[config.mk]
export PLATFORM = sky130hd
export DESIGN_NAME = framed_packet_deframer_core
export DESIGN_NICKNAME = d
export VERILOG_FILES = /design/src/design/fpd_pkg.sv /design/src/design/fpd_dp.sv /design/src/design/fpd_ctrl.sv /design/src/design/framed_packet_deframer_core.sv
export SDC_FILE = /design/constraint.sdc
export NUM_CORES = 1
export LEC_CHECK = 0
export BUFFER_PORTS_ARGS = -buffer_cell sky130_fd_sc_hd__buf_2
export CAP_MARGIN = 20
export CORE_AREA = 2 2 272 274
export CTS_BUF_LIST = sky130_fd_sc_hd__clkbuf_4 sky130_fd_sc_hd__clkbuf_8
export DETAILED_ROUTE_END_ITERATION = 6
export DIE_AREA = 0 0 274 276
export SLEW_MARGIN = 20
export SYNTH_ARGS = -nofsm -noshare
export SYNTH_HDL_FRONTEND = slang
export SYNTH_HIERARCHICAL = 1
export SYNTH_SLANG_ARGS = --single-unit
[constraint.sdc]
create_clock -name i_clk -period 4.4 [get_ports i_clk]
set_clock_uncertainty 0.15 [all_clocks]
set_input_delay 0.22 -clock i_clk [delete_from_list [all_inputs] [get_ports i_clk]]
set_output_delay 0.22 -clock i_clk [all_outputs]
set_load 0.1 [all_outputs]
[src/design/fpd_pkg.sv]
// Shared constants, types and command/status structs for the packet deframer.
`timescale 1ns / 1ps

package fpd_pkg;

    // Defaults
    localparam int unsigned DEF_MAX_PAYLOAD  = 63;
    localparam logic [7:0]  DEF_START_MARKER = 8'h7E;

    // Frame layout
    localparam int unsigned HDR_BYTES = 4;
    localparam int unsigned LEN_W     = 7;
    localparam int unsigned SEQ_W     = 5;
    localparam int unsigned KIND_W    = 4;
    localparam int unsigned COUNT_W   = 6;

    // Stream widths
    localparam int unsigned IN_TDATA_W  = 8;
    localparam int unsigned OUT_TDATA_W = 24;
    localparam int unsigned OUT_TUSER_W = 2;

    typedef logic [7:0]        t_byte;
    typedef logic [LEN_W-1:0]  t_len;
    typedef logic [SEQ_W-1:0]  t_seq;
    typedef logic [KIND_W-1:0] t_kind;

    // Controller to datapath
    typedef struct packed {
        logic accept_byte;   // input transaction this cycle
        logic clear_frame;   // drop per-buffer state
        logic load_single;   // load error / empty-frame item
        logic rd_issue;      // read payload store at current index
        logic load_data;     // load payload item from read register
        logic idx_clr;
        logic idx_inc;
    } t_dp_cmd;

    // Datapath to controller
    typedef struct packed {
        logic bad;           // frame rejected
        logic empty;         // zero length frame
        logic last_idx;      // current index is the final payload byte
        logic out_free;      // output register can take an item
    } t_dp_stat;

endpackage

[src/design/fpd_dp.sv]
// Deframer datapath: header capture, payload store, checksum and output register.
`timescale 1ns / 1ps

module fpd_dp #(
    parameter int unsigned MAX_PAYLOAD = fpd_pkg::DEF_MAX_PAYLOAD
) (
    input  logic                  i_clk,
    input  logic                  i_rst_n,
    input  logic                  i_cfg_wr_en,
    input  logic [7:0]            i_cfg_wr_data,
    input  logic [7:0]            i_rx_byte,
    input  fpd_pkg::t_dp_cmd      i_cmd,
    output fpd_pkg::t_dp_stat     o_stat,
    input  logic                  i_out_ready,
    output logic                  o_out_valid,
    output logic [7:0]            o_payload_byte,
    output logic                  o_has_payload,
    output logic [fpd_pkg::SEQ_W-1:0]   o_frame_seq,
    output logic [fpd_pkg::KIND_W-1:0]  o_frame_kind,
    output logic [fpd_pkg::COUNT_W-1:0] o_payload_count,
    output logic                  o_status,
    output logic                  o_last_item
);

    // Position counter saturates above the longest frame that can be accepted
    localparam int unsigned POS_W = $clog2(2 * MAX_PAYLOAD + 6);
    localparam int unsigned CMP_W = ((POS_W > fpd_pkg::LEN_W) ? POS_W : fpd_pkg::LEN_W) + 2;
    localparam int unsigned AW    = (MAX_PAYLOAD > 1) ? $clog2(MAX_PAYLOAD) : 1;
    localparam logic [POS_W-1:0] POS_MAX = '1;

    logic [7:0]               r_start_marker;
    logic [POS_W-1:0]         r_pos;
    fpd_pkg::t_len            r_len;
    fpd_pkg::t_seq            r_seq;
    fpd_pkg::t_kind           r_kind;
    logic [7:0]               r_rx_sum;
    logic [7:0]               r_run_sum;
    logic                     r_err;
    logic [AW-1:0]            r_idx;
    logic [7:0]               r_rd_data;
    logic [7:0]               r_mem [MAX_PAYLOAD];

    logic                     r_out_valid;
    logic [7:0]               r_out_byte;
    logic                     r_out_has;
    fpd_pkg::t_seq            r_out_seq;
    fpd_pkg::t_kind           r_out_kind;
    logic [fpd_pkg::COUNT_W-1:0] r_out_count;
    logic                     r_out_status;
    logic                     r_out_last;

    logic [CMP_W-1:0] pos_ext;
    logic [CMP_W-1:0] len_ext;
    logic [CMP_W-1:0] off;
    logic [CMP_W-1:0] data_idx;
    logic             store_we;
    logic [7:0]       sum;
    logic             bad;

    assign pos_ext  = CMP_W'(r_pos);
    assign len_ext  = CMP_W'(r_len);
    assign off      = pos_ext - CMP_W'(fpd_pkg::HDR_BYTES);
    assign data_idx = off >> 1;
    assign store_we = i_cmd.accept_byte && (pos_ext >= CMP_W'(fpd_pkg::HDR_BYTES))
                      && !off[0] && (data_idx < len_ext)
                      && (len_ext <= CMP_W'(MAX_PAYLOAD));

    assign sum = r_run_sum + 8'(r_len) + 8'(r_seq) + 8'(r_kind);
    assign bad = r_err
                 || (pos_ext < CMP_W'(fpd_pkg::HDR_BYTES))
                 || (len_ext > CMP_W'(MAX_PAYLOAD))
                 || (pos_ext < (CMP_W'(fpd_pkg::HDR_BYTES) + (len_ext << 1)))
                 || (~sum != r_rx_sum);

    assign o_stat.bad      = bad;
    assign o_stat.empty    = (r_len == '0);
    assign o_stat.last_idx = ((CMP_W'(r_idx) + CMP_W'(1)) == len_ext);
    assign o_stat.out_free = !r_out_valid || i_out_ready;

    // Configuration and per-buffer control state
    always_ff @(posedge i_clk) begin
        if (!i_rst_n) begin
            r_start_marker <= fpd_pkg::DEF_START_MARKER;
            r_pos          <= '0;
            r_len          <= '0;
            r_seq          <= '0;
            r_kind         <= '0;
            r_rx_sum       <= '0;
            r_run_sum      <= '0;
            r_err          <= 1'b0;
            r_idx          <= '0;
        end else begin
            if (i_cfg_wr_en) begin
                r_start_marker <= i_cfg_wr_data;
            end
            if (i_cmd.clear_frame) begin
                r_pos     <= '0;
                r_len     <= '0;
                r_seq     <= '0;
                r_kind    <= '0;
                r_rx_sum  <= '0;
                r_run_sum <= '0;
                r_err     <= 1'b0;
            end else if (i_cmd.accept_byte) begin
                if (r_pos == POS_W'(0)) begin
                    if (i_rx_byte != r_start_marker) begin
                        r_err <= 1'b1;
                    end
                end else if (r_pos == POS_W'(1)) begin
                    r_len    <= i_rx_byte[7:1];
                    r_seq[4] <= i_rx_byte[0];
                end else if (r_pos == POS_W'(2)) begin
                    r_seq[3:0] <= i_rx_byte[7:4];
                    r_kind     <= i_rx_byte[3:0];
                end else if (r_pos == POS_W'(3)) begin
                    r_rx_sum <= i_rx_byte;
                end else if (store_we) begin
                    r_run_sum <= r_run_sum + i_rx_byte;
                end
                if (r_pos != POS_MAX) begin
                    r_pos <= r_pos + POS_W'(1);
                end
            end
            if (i_cmd.idx_clr) begin
                r_idx <= '0;
            end else if (i_cmd.idx_inc) begin
                r_idx <= r_idx + AW'(1);
            end
        end
    end

    // Payload store: one write port, one registered read port
    always_ff @(posedge i_clk) begin
        if (store_we) begin
            r_mem[data_idx[AW-1:0]] <= i_rx_byte;
        end
        if (i_cmd.rd_issue) begin
            r_rd_data <= r_mem[r_idx];
        end
    end

    // Output register
    always_ff @(posedge i_clk) begin
        if (!i_rst_n) begin
            r_out_valid <= 1'b0;
        end else if (i_cmd.load_single || i_cmd.load_data) begin
            r_out_valid <= 1'b1;
        end else if (i_out_ready) begin
            r_out_valid <= 1'b0;
        end
    end

    always_ff @(posedge i_clk) begin
        if (i_cmd.load_single) begin
            r_out_byte   <= '0;
            r_out_has    <= 1'b0;
            r_out_seq    <= bad ? '0 : r_seq;
            r_out_kind   <= bad ? '0 : r_kind;
            r_out_count  <= '0;
            r_out_status <= bad;
            r_out_last   <= 1'b1;
        end else if (i_cmd.load_data) begin
            r_out_byte   <= r_rd_data;
            r_out_has    <= 1'b1;
            r_out_seq    <= r_seq;
            r_out_kind   <= r_kind;
            r_out_count  <= r_len[fpd_pkg::COUNT_W-1:0];
            r_out_status <= 1'b0;
            r_out_last   <= o_stat.last_idx;
        end
    end

    assign o_out_valid     = r_out_valid;
    assign o_payload_byte  = r_out_byte;
    assign o_has_payload   = r_out_has;
    assign o_frame_seq     = r_out_seq;
    assign o_frame_kind    = r_out_kind;
    assign o_payload_count = r_out_count;
    assign o_status        = r_out_status;
    assign o_last_item     = r_out_last;

endmodule

[src/design/fpd_ctrl.sv]
// Deframer controller: receive, check and payload read-out sequencing.
`timescale 1ns / 1ps

module fpd_ctrl (
    input  logic               i_clk,
    input  logic               i_rst_n,
    input  logic               i_in_valid,
    input  logic               i_in_last,
    output logic               o_in_ready,
    input  fpd_pkg::t_dp_stat  i_stat,
    output fpd_pkg::t_dp_cmd   o_cmd
);

    localparam logic [1:0] S_RX    = 2'd0;
    localparam logic [1:0] S_CHECK = 2'd1;
    localparam logic [1:0] S_READ  = 2'd2;
    localparam logic [1:0] S_LOAD  = 2'd3;

    logic [1:0] r_state;
    logic [1:0] n_state;
    logic       accept;

    assign o_in_ready = (r_state == S_RX);
    assign accept     = o_in_ready && i_in_valid;

    always_comb begin
        n_state = r_state;
        o_cmd   = '0;
        o_cmd.accept_byte = accept;
        unique case (r_state)
            S_RX: begin
                if (accept && i_in_last) begin
                    n_state = S_CHECK;
                end
            end
            S_CHECK: begin
                if (i_stat.bad || i_stat.empty) begin
                    if (i_stat.out_free) begin
                        o_cmd.load_single = 1'b1;
                        o_cmd.clear_frame = 1'b1;
                        n_state = S_RX;
                    end
                end else begin
                    o_cmd.idx_clr = 1'b1;
                    n_state = S_READ;
                end
            end
            S_READ: begin
                o_cmd.rd_issue = 1'b1;
                n_state = S_LOAD;
            end
            S_LOAD: begin
                if (i_stat.out_free) begin
                    o_cmd.load_data = 1'b1;
                    if (i_stat.last_idx) begin
                        o_cmd.clear_frame = 1'b1;
                        n_state = S_RX;
                    end else begin
                        o_cmd.idx_inc = 1'b1;
                        n_state = S_READ;
                    end
                end
            end
            default: begin
                n_state = S_RX;
            end
        endcase
    end

    always_ff @(posedge i_clk) begin
        if (!i_rst_n) begin
            r_state <= S_RX;
        end else begin
            r_state <= n_state;
        end
    end

endmodule

[src/design/framed_packet_deframer_core.sv]
// Top level of the framed packet deframer.
`timescale 1ns / 1ps

// Framed packet deframer. A buffer streams in one byte per transaction on
// the slave side, s_axis_tlast on its final byte. Byte 0 must match the
// start marker (i_cfg_wr_data written with i_cfg_wr_en, reset 0x7E), bytes
// 1 and 2 carry the 7-bit length, 5-bit sequence and 4-bit type, byte 3
// the checksum, then data bytes at even offsets with a pad byte after each.
// Bytes beyond the frame are dropped. After the final byte the block emits
// either every data byte with the header fields (tlast on the last), one
// empty-frame item, or one error item (tuser bit 1 and tlast set, all else
// zero).
// Throughput: one byte per cycle while a buffer is received. The final
// byte is followed by a check state, in which an error or empty-frame
// item is loaded straight into the output register once it is free;
// payload read-out then alternates a read state, in which the registered
// read port of the payload store fetches a data byte, and a load state,
// in which it enters the output register. The slave side is stalled from
// the final byte until the last result is loaded; that result may still
// be waiting on m_axis_tready while the next buffer streams in.
module framed_packet_deframer_core #(
    parameter int unsigned MAX_PAYLOAD = fpd_pkg::DEF_MAX_PAYLOAD
) (
    input  logic        i_clk,
    input  logic        i_rst_n,

    // Start marker register
    input  logic        i_cfg_wr_en,
    input  logic [7:0]  i_cfg_wr_data,

    // Received bytes
    input  logic        s_axis_tvalid,
    output logic        s_axis_tready,
    input  logic [fpd_pkg::IN_TDATA_W-1:0] s_axis_tdata, // [7:0] rx_byte
    input  logic        s_axis_tlast,                    // buffer_end

    // Recovered items
    output logic        m_axis_tvalid,
    input  logic        m_axis_tready,
    // [7:0] payload_byte, [12:8] frame_seq, [16:13] frame_kind,
    // [22:17] payload_count, [23] zero
    output logic [fpd_pkg::OUT_TDATA_W-1:0] m_axis_tdata,
    // [0] has_payload, [1] status
    output logic [fpd_pkg::OUT_TUSER_W-1:0] m_axis_tuser,
    output logic        m_axis_tlast                     // last_item
);

    fpd_pkg::t_dp_cmd  cmd;
    fpd_pkg::t_dp_stat stat;

    logic [7:0]                      payload_byte;
    logic                            has_payload;
    logic [fpd_pkg::SEQ_W-1:0]       frame_seq;
    logic [fpd_pkg::KIND_W-1:0]      frame_kind;
    logic [fpd_pkg::COUNT_W-1:0]     payload_count;
    logic                            status;

    fpd_ctrl u_ctrl (
        .i_clk      (i_clk),
        .i_rst_n    (i_rst_n),
        .i_in_valid (s_axis_tvalid),
        .i_in_last  (s_axis_tlast),
        .o_in_ready (s_axis_tready),
        .i_stat     (stat),
        .o_cmd      (cmd)
    );

    fpd_dp #(
        .MAX_PAYLOAD (MAX_PAYLOAD)
    ) u_dp (
        .i_clk           (i_clk),
        .i_rst_n         (i_rst_n),
        .i_cfg_wr_en     (i_cfg_wr_en),
        .i_cfg_wr_data   (i_cfg_wr_data),
        .i_rx_byte       (s_axis_tdata[7:0]),
        .i_cmd           (cmd),
        .o_stat          (stat),
        .i_out_ready     (m_axis_tready),
        .o_out_valid     (m_axis_tvalid),
        .o_payload_byte  (payload_byte),
        .o_has_payload   (has_payload),
        .o_frame_seq     (frame_seq),
        .o_frame_kind    (frame_kind),
        .o_payload_count (payload_count),
        .o_status        (status),
        .o_last_item     (m_axis_tlast)
    );

    assign m_axis_tdata = {1'b0, payload_count, frame_kind, frame_seq, payload_byte};
    assign m_axis_tuser = {status, has_payload};

endmodule
Yosys cells after proc, flatten, opt, wreduce, memory -nomap -nowiden
Memory sizes are Yosys's and may differ from the RTL's. A register that Yosys moved wholly into a read port is not among the register bits.
Index checks and enable logic that the tools add are counted.
Widths: inputs -> output; s select.
{"block": "totals", "regBits": 84, "ram_bits": 504, "inputBits": 22, "out_inout_bits": 29, "mem_count": 1}
{"block": "op_classes", "add_sub_neg": 9, "magnitude_cmp": 6, "n_eq_ne": 13, "n_mux": 32, "bitwise_logic": 6, "n_reduce_logical": 29}
{"name": "u_dp.r_mem", "words": 63, "width": 8, "read_ports": 1, "rd_ports_with_merged_regs": 1, "write_ports": 1, "line_no": "fpd_dp.sv:41", "rtl": "logic [7:0] r_mem [MAX_PAYLOAD];"}
{"operator": "$mux 1", "count": 17}
{"operator": "$eq 8x2->1 const B", "count": 2}
{"operator": "$ne 8x8->1", "count": 2}
{"operator": "$mux 5", "count": 3}
{"operator": "$mux 2", "count": 7}
{"operator": "$mux 4", "count": 3}
{"operator": "$eq 10x7->1", "count": 1}
{"operator": "$lt 8x10->1", "count": 1}
{"operator": "$add 3x8->9 const A", "count": 1}
{"operator": "$lt 9x7->1", "count": 1}
{"operator": "$reduce_and 3->1", "count": 3}
{"operator": "$sub 8x3->9 const B", "count": 1}
{"operator": "$add 8x1->8 const B", "count": 1}
{"operator": "$add 8x4->8", "count": 1}
{"operator": "$add 8x5->8", "count": 1}
{"operator": "$add 8x7->8", "count": 1}
{"operator": "$add 8x8->8", "count": 1}
{"operator": "$eq 8x1->1 const B", "count": 1}
{"operator": "$ge 8x3->1 const B", "count": 1}
{"operator": "$logic_not 8->1", "count": 1}
{"operator": "$lt 8x3->1 const B", "count": 1}
{"operator": "$ne 8x8->1 const B", "count": 1}
{"operator": "$not 8->8", "count": 1}
{"operator": "$pmux 2 s4", "count": 1}
{"operator": "other kinds (21)", "count": 41}

Depth between registers and ports, before layout
{"block": "depth", "word_depth": 11, "ltp_mapped": 20, "ltp_nobuf": 19}

Modules after synthesis
Netlist, hierarchy kept.
{"module": "fpd_dp", "n_inst": 1, "cells_per_inst": 1448, "area_per_inst_um2": 24945.2, "seq_area_each_um2": 17116.4}
{"module": "fpd_ctrl", "n_inst": 1, "cells_per_inst": 21, "area_per_inst_um2": 177.7, "seq_area_each_um2": 40.0}
{"module": "framed_packet_deframer_core", "n_inst": 1, "cells_per_inst": 4, "area_per_inst_um2": 26.3, "seq_area_each_um2": 0.0}

Worst setup path after synthesis
OpenSTA, ideal clock, no wires.
{"block": "synth_path", "path_type": "reg-to-reg", "start": "reg u_dp.r_len[1]", "end": "reg u_dp.r_run_sum[7]", "t_arrival_ps": 4351, "t_required_ps": 4186, "slack_ps": -165, "stages_incl_launch_ff": 21, "synth_period_minus_slack_ps": 4565, "cell_sequence": "dfxtp_1 > fa_1 > inv_1 > fa_1 > inv_1 > ha_1 > inv_1 > fa_1 > xnor2_1 > nand2_1 > nor4_1 > nand4_1 > or4_1 > buf_4 > nor3_1 > nor3_1 > nand2b_1 > nor3_1 > nand3_1 > or4_1 > nand4_1"}
{"element": "from (decl)", "line_no": "fpd_dp.sv:33", "rtl": "fpd_pkg::t_len r_len;"}
{"element": "from (signal assigned)", "line_no": "fpd_dp.sv:110", "rtl": "r_len <= i_rx_byte[7:1];"}
{"element": "to (signal assigned)", "line_no": "fpd_dp.sv:118", "rtl": "r_run_sum <= r_run_sum + i_rx_byte;"}
{"element": "to (decl)", "line_no": "fpd_dp.sv:37", "rtl": "logic [7:0] r_run_sum;"}

==> results by group <==
STA
  – Final Max Tran Viols: 0
  – Relative slew slack: between 10% and 20%
  – Final worst path period share: 104%
  – Final TNS setup: -173 ps
  – Worst slew pin tran: 1310 ps
  – Worst setup margin: -173 ps
  – Final Critical Period: 4570 ps
  – # setup viols final: 2
  – RSZ-0062 raised after global routing: yes
  – Endpoints failing hold: 0
  – Max Clock Freq: between 200 and 250 MHz

Power
  – Psw: between 0.002 and 0.0025 W
  – Cell-internal power: just under 0.009 W
  – Sequential share of power: ~55%
  – Clk pwr share: 42.1%
  – P per Cell Area: 379 mW/mm^2
  – P_leak: ~9.7 nW
  – Combinational Power Share: 3.0%
  – VDD IR max: between 0.2 and 0.25 mV
  – Switching part of the total: 21.5%
  – Power consumption: between 0.01 and 0.015 W

Finish
  – Diode count: 0
  – Share of layout cells above drive strength 1: ~28%
  – Design area: just under 0.03 mm^2
  – P&R area growth vs syn: 17.9%
  – # fillers: between 6000 and 7000
  – # nets final: between 1500 and 2000
  – Non-filler cells, final: approximately 2700

Worst hold path
  – Hold wc startpoint: s_axis_tdata[0]
  – Hold Path Class: in -> reg

Logic synthesis
  – Post-Synth XOR/XNOR Area: 1.74%
  – Yosys top cell by area: edfxtp_1
  – Post-Synth Simple-Gate Area: ~6.2%
  – Adder-Cell Fraction of Synth Area: under 10%
  – Share of the synthesized area in the top cell type: just over 60%
  – Sequential share of the synthesized area: 68.2%
  – Async SR Flop Fraction: 0%
  – Mux contribution to synthesized area: about 15%
  – Compound-Gate Fraction of Synth Area: under 10%
  – Synth Register Bits: roughly 600
  – Largest family of logic cells by synthesized area: multiplexers
  – Avg Inst Size Synth: about 17 um^2
  – Synth area leaders: edfxtp_1, mux4_2, dfxtp_1, mux2i_1, ha_1
  – Unique masters post-synth: slightly below 70
  – Ys flop type: edfxtp_1
  – Mapped Area: 0.0251 mm^2
  – Post-Syn Instances: roughly 1500
  – Post-synth EDFFs: roughly 520
  – Post-Syn Nets: around 1500
  – Warnings, synthesis: 6

GRT
  – Largest net degree at the start of global routing: 75
  – First-pass GRT wire length: around 91000 um
  – Gr ovfl total: 0
  – Vias in the first global route: ~14000
  – GRT Overall Usage: 16.0%
  – Initial antenna violation count: 5

Setup path
  – Setup crit start: u_dp/r_len[1]
  – R2r startpoint: u_dp/r_len[1]
  – Crit path launch type: register
  – WP data required: roughly 4900 ps
  – Setup CP Type: reg -> reg
  – Worst Path Max Fanout: 4
  – Endpoint class of the critical path: register
  – Arr. time, crit path: approximately 5000 ps

Clock tree
  – CTS buffer count: 97
  – Clk Latency, worst-skew pair: around 700 ps
  – CTS tree: done
  – H-Tree Level Count: 3
  – Maximum clock insertion buffer count: 3
  – Clk pin slew, worst setup/hold paths: 70 ps
  – Clock sinks: just under 600
  – Clock root cell: clkbuf_8

Drt
  – First-iteration detailed-routing DRC count: roughly 1100
  – Drt pass-1 iters: 7
  – Vias per cell: roughly 5
  – Vias: ~14000
  – Post-Route WL: ~61000 um
  – Routed Antenna Nets: 0
  – DR DRC count: 0
  – Avg WL per Cell: around 22 um

Outcome
  – Failing checks: setup timing
  – Status: finished with violations

Floorplan
  – Die span in x: 274 um
  – Starting Density: 34.6%
  – Chip Height: ~280 um
  – IO Count: ~50
  – # rows: around 100
  – Die Area: approximately 0.076 mm^2
  – Core Footprint: approximately 0.073 mm^2

Place
  – Placed insts: 2525
  – Placer Congestion: around 0.83
  – DP HPWL: approximately 38000 um
  – Cell Area, Placed: about 0.027 mm^2
  – Port bufs: 49

Run
  – Max_cap viols: 0
-- worst paths after layout --
kind,end,slack (ps),cells past startpoint
min reg2reg,u_dp/o_has_payload,330,2
max,u_dp/r_run_sum[7],-170,19
max reg2reg,u_dp/r_run_sum[7],-170,19
min,u_dp/r_mem[2][0],70,2
-- power by group through the flow --
| stage | sequential, W | combinational, W | clock (W) |
|---|---|---|---|
| after floorplan | 0.00632 | 0.000103 | 0 |
| after global placement | 0.00628 | 0.000284 | 0 |
| after detailed placement | 0.00628 | 0.000294 | 0 |
| after CTS | 0.00617 | 0.000323 | 0.00485 |
| after global routing | 0.00616 | 0.000362 | 0.00509 |
| final | 0.00617 | 0.000337 | 0.00473 |
-- synth_stat cells (all sizes together) (3+ instances only) --
| master | instances |
|---|---|
| o221ai | 6 |
| ha | 43 |
| clkbuf | 35 |
| a21oi | 29 |
| nor2 | 124 |
| fa | 10 |
| a211oi | 12 |
| nand2 | 52 |
| nor2b | 17 |
| nand2b | 16 |
| dfxtp | 74 |
| o21a | 5 |
| nor4 | 10 |
| a22o | 14 |
| xnor2 | 25 |
| a221oi | 6 |
| xor2 | 25 |
| o31ai | 7 |
| o21ai | 12 |
| edfxtp | 522 |
| and3 | 7 |
| and2 | 5 |
| buf | 48 |
| mux2i | 73 |
| mux4 | 132 |
| nand4 | 12 |
| a21o | 6 |
| nor3b | 6 |
| or4 | 4 |
| inv | 32 |
| nor3 | 16 |
| nor4b | 3 |
| nand3 | 34 |
| o41ai | 9 |
| a31oi | 8 |
-- metal layers --
metal | vias up | global-route usage [%] | routed length [um]
li1 | 6282 | - | -
met1 | 7240 | 22.1 | 26300
met2 | 478 | 25.6 | 29200
met3 | 85 | 3.51 | 4120
met4 | 4 | 4.21 | 1210
met5 | - | 0 | 21
-- critical path, cell delays in order (launching register included) --
cell and delay (ps):
dfxtp_2 340, fa_1 530, inv_1 60, fa_1 470
inv_1 70, ha_2 180, inv_2 40, fa_2 390
xnor2_1 140, xnor2_1 130, nor4_2 280, nand4_1 160
or4_4 470, nor3_4 140, nor3_2 80, nand2b_4 160
nor3_2 120, nand3_1 100, or4_1 420, nand4_1 80
-- layout by cell type, fill, tap and decap left out, drive strengths merged, types with 17 or more instances in the layout --
| cell | count |
|---|---|
| edfxtp | 522 |
| buf | 179 |
| mux4 | 132 |
| clkbuf | 131 |
| nor2 | 124 |
| dfxtp | 74 |
| mux2i | 73 |
| nand2 | 52 |
| ha | 43 |
| clkinv | 37 |
| dlygate4sd3 | 34 |
| nand3 | 34 |
| inv | 34 |
| a21oi | 29 |
| xor2 | 25 |
| xnor2 | 25 |
| nor2b | 17 |
-- sequential cells by signal, indices dropped and copies added, names as in the netlist --
register              flops
u_dp/r_seq                5
u_dp/r_rd_data            8
u_dp/r_idx                6
u_dp/r_kind               4
u_dp/o_frame_kind         4
u_dp/r_pos                8
u_ctrl/r_state            2
u_dp/r_err                1
u_dp/o_has_payload        1
u_dp/o_out_valid          1
u_dp/r_run_sum            8
u_dp/o_last_item          1
u_dp/o_payload_byte       8
u_dp/r_mem              504
u_dp/o_frame_seq          5
u_dp/r_len                7
u_dp/o_payload_count      6
u_dp/o_status             1
u_dp/r_start_marker       8
u_dp/r_rx_sum             8
-- layout make-up --
class | count | area (um^2) | area share (%)
Clock buffer | 129 | 1620 | 5.46
Clock inverter | 46 | 293 | 0.988
Inverter | 32 | 120 | 0.405
Multi-Input combinational cell | 762 | 7570 | 25.5
Sequential cell | 596 | 17200 | 57.9
Tap cell | 959 | 1200 | 4.05
Timing Repair Buffer | 215 | 1680 | 5.66
-- logic make-up after synthesis --
logic type / Yosys count
buffers and inverters: 115
adders and majority gates: 53
xor gates and xnor gates: 50
and+or+nand+nor: 316
DFF: 596
AOI/OAI and AO/OA: 137
other: 1
muxes: 205
-- metrics by stage --
stage                     util [%]  hold slack (ps)  worst slack (ps)
after floorplan                  -              169              2.09
after global placement        37.5              292              -222
after detailed placement      37.5              294              -257
after CTS                     40.6             23.2              -173
after global routing          40.8             22.6              -359
final                         40.8             73.9              -173
-- timing repair --
item                       4_1_cts  5_1_grt
gates cloned                     0        2
setup buffers                    1        2
hold buffers                    34        0
setup endpoints to repair       77       78
pin swaps                        3        2
gates resized for setup          5       29
hold endpoints to repair        57        0
Power figures use the tool's default switching activity.
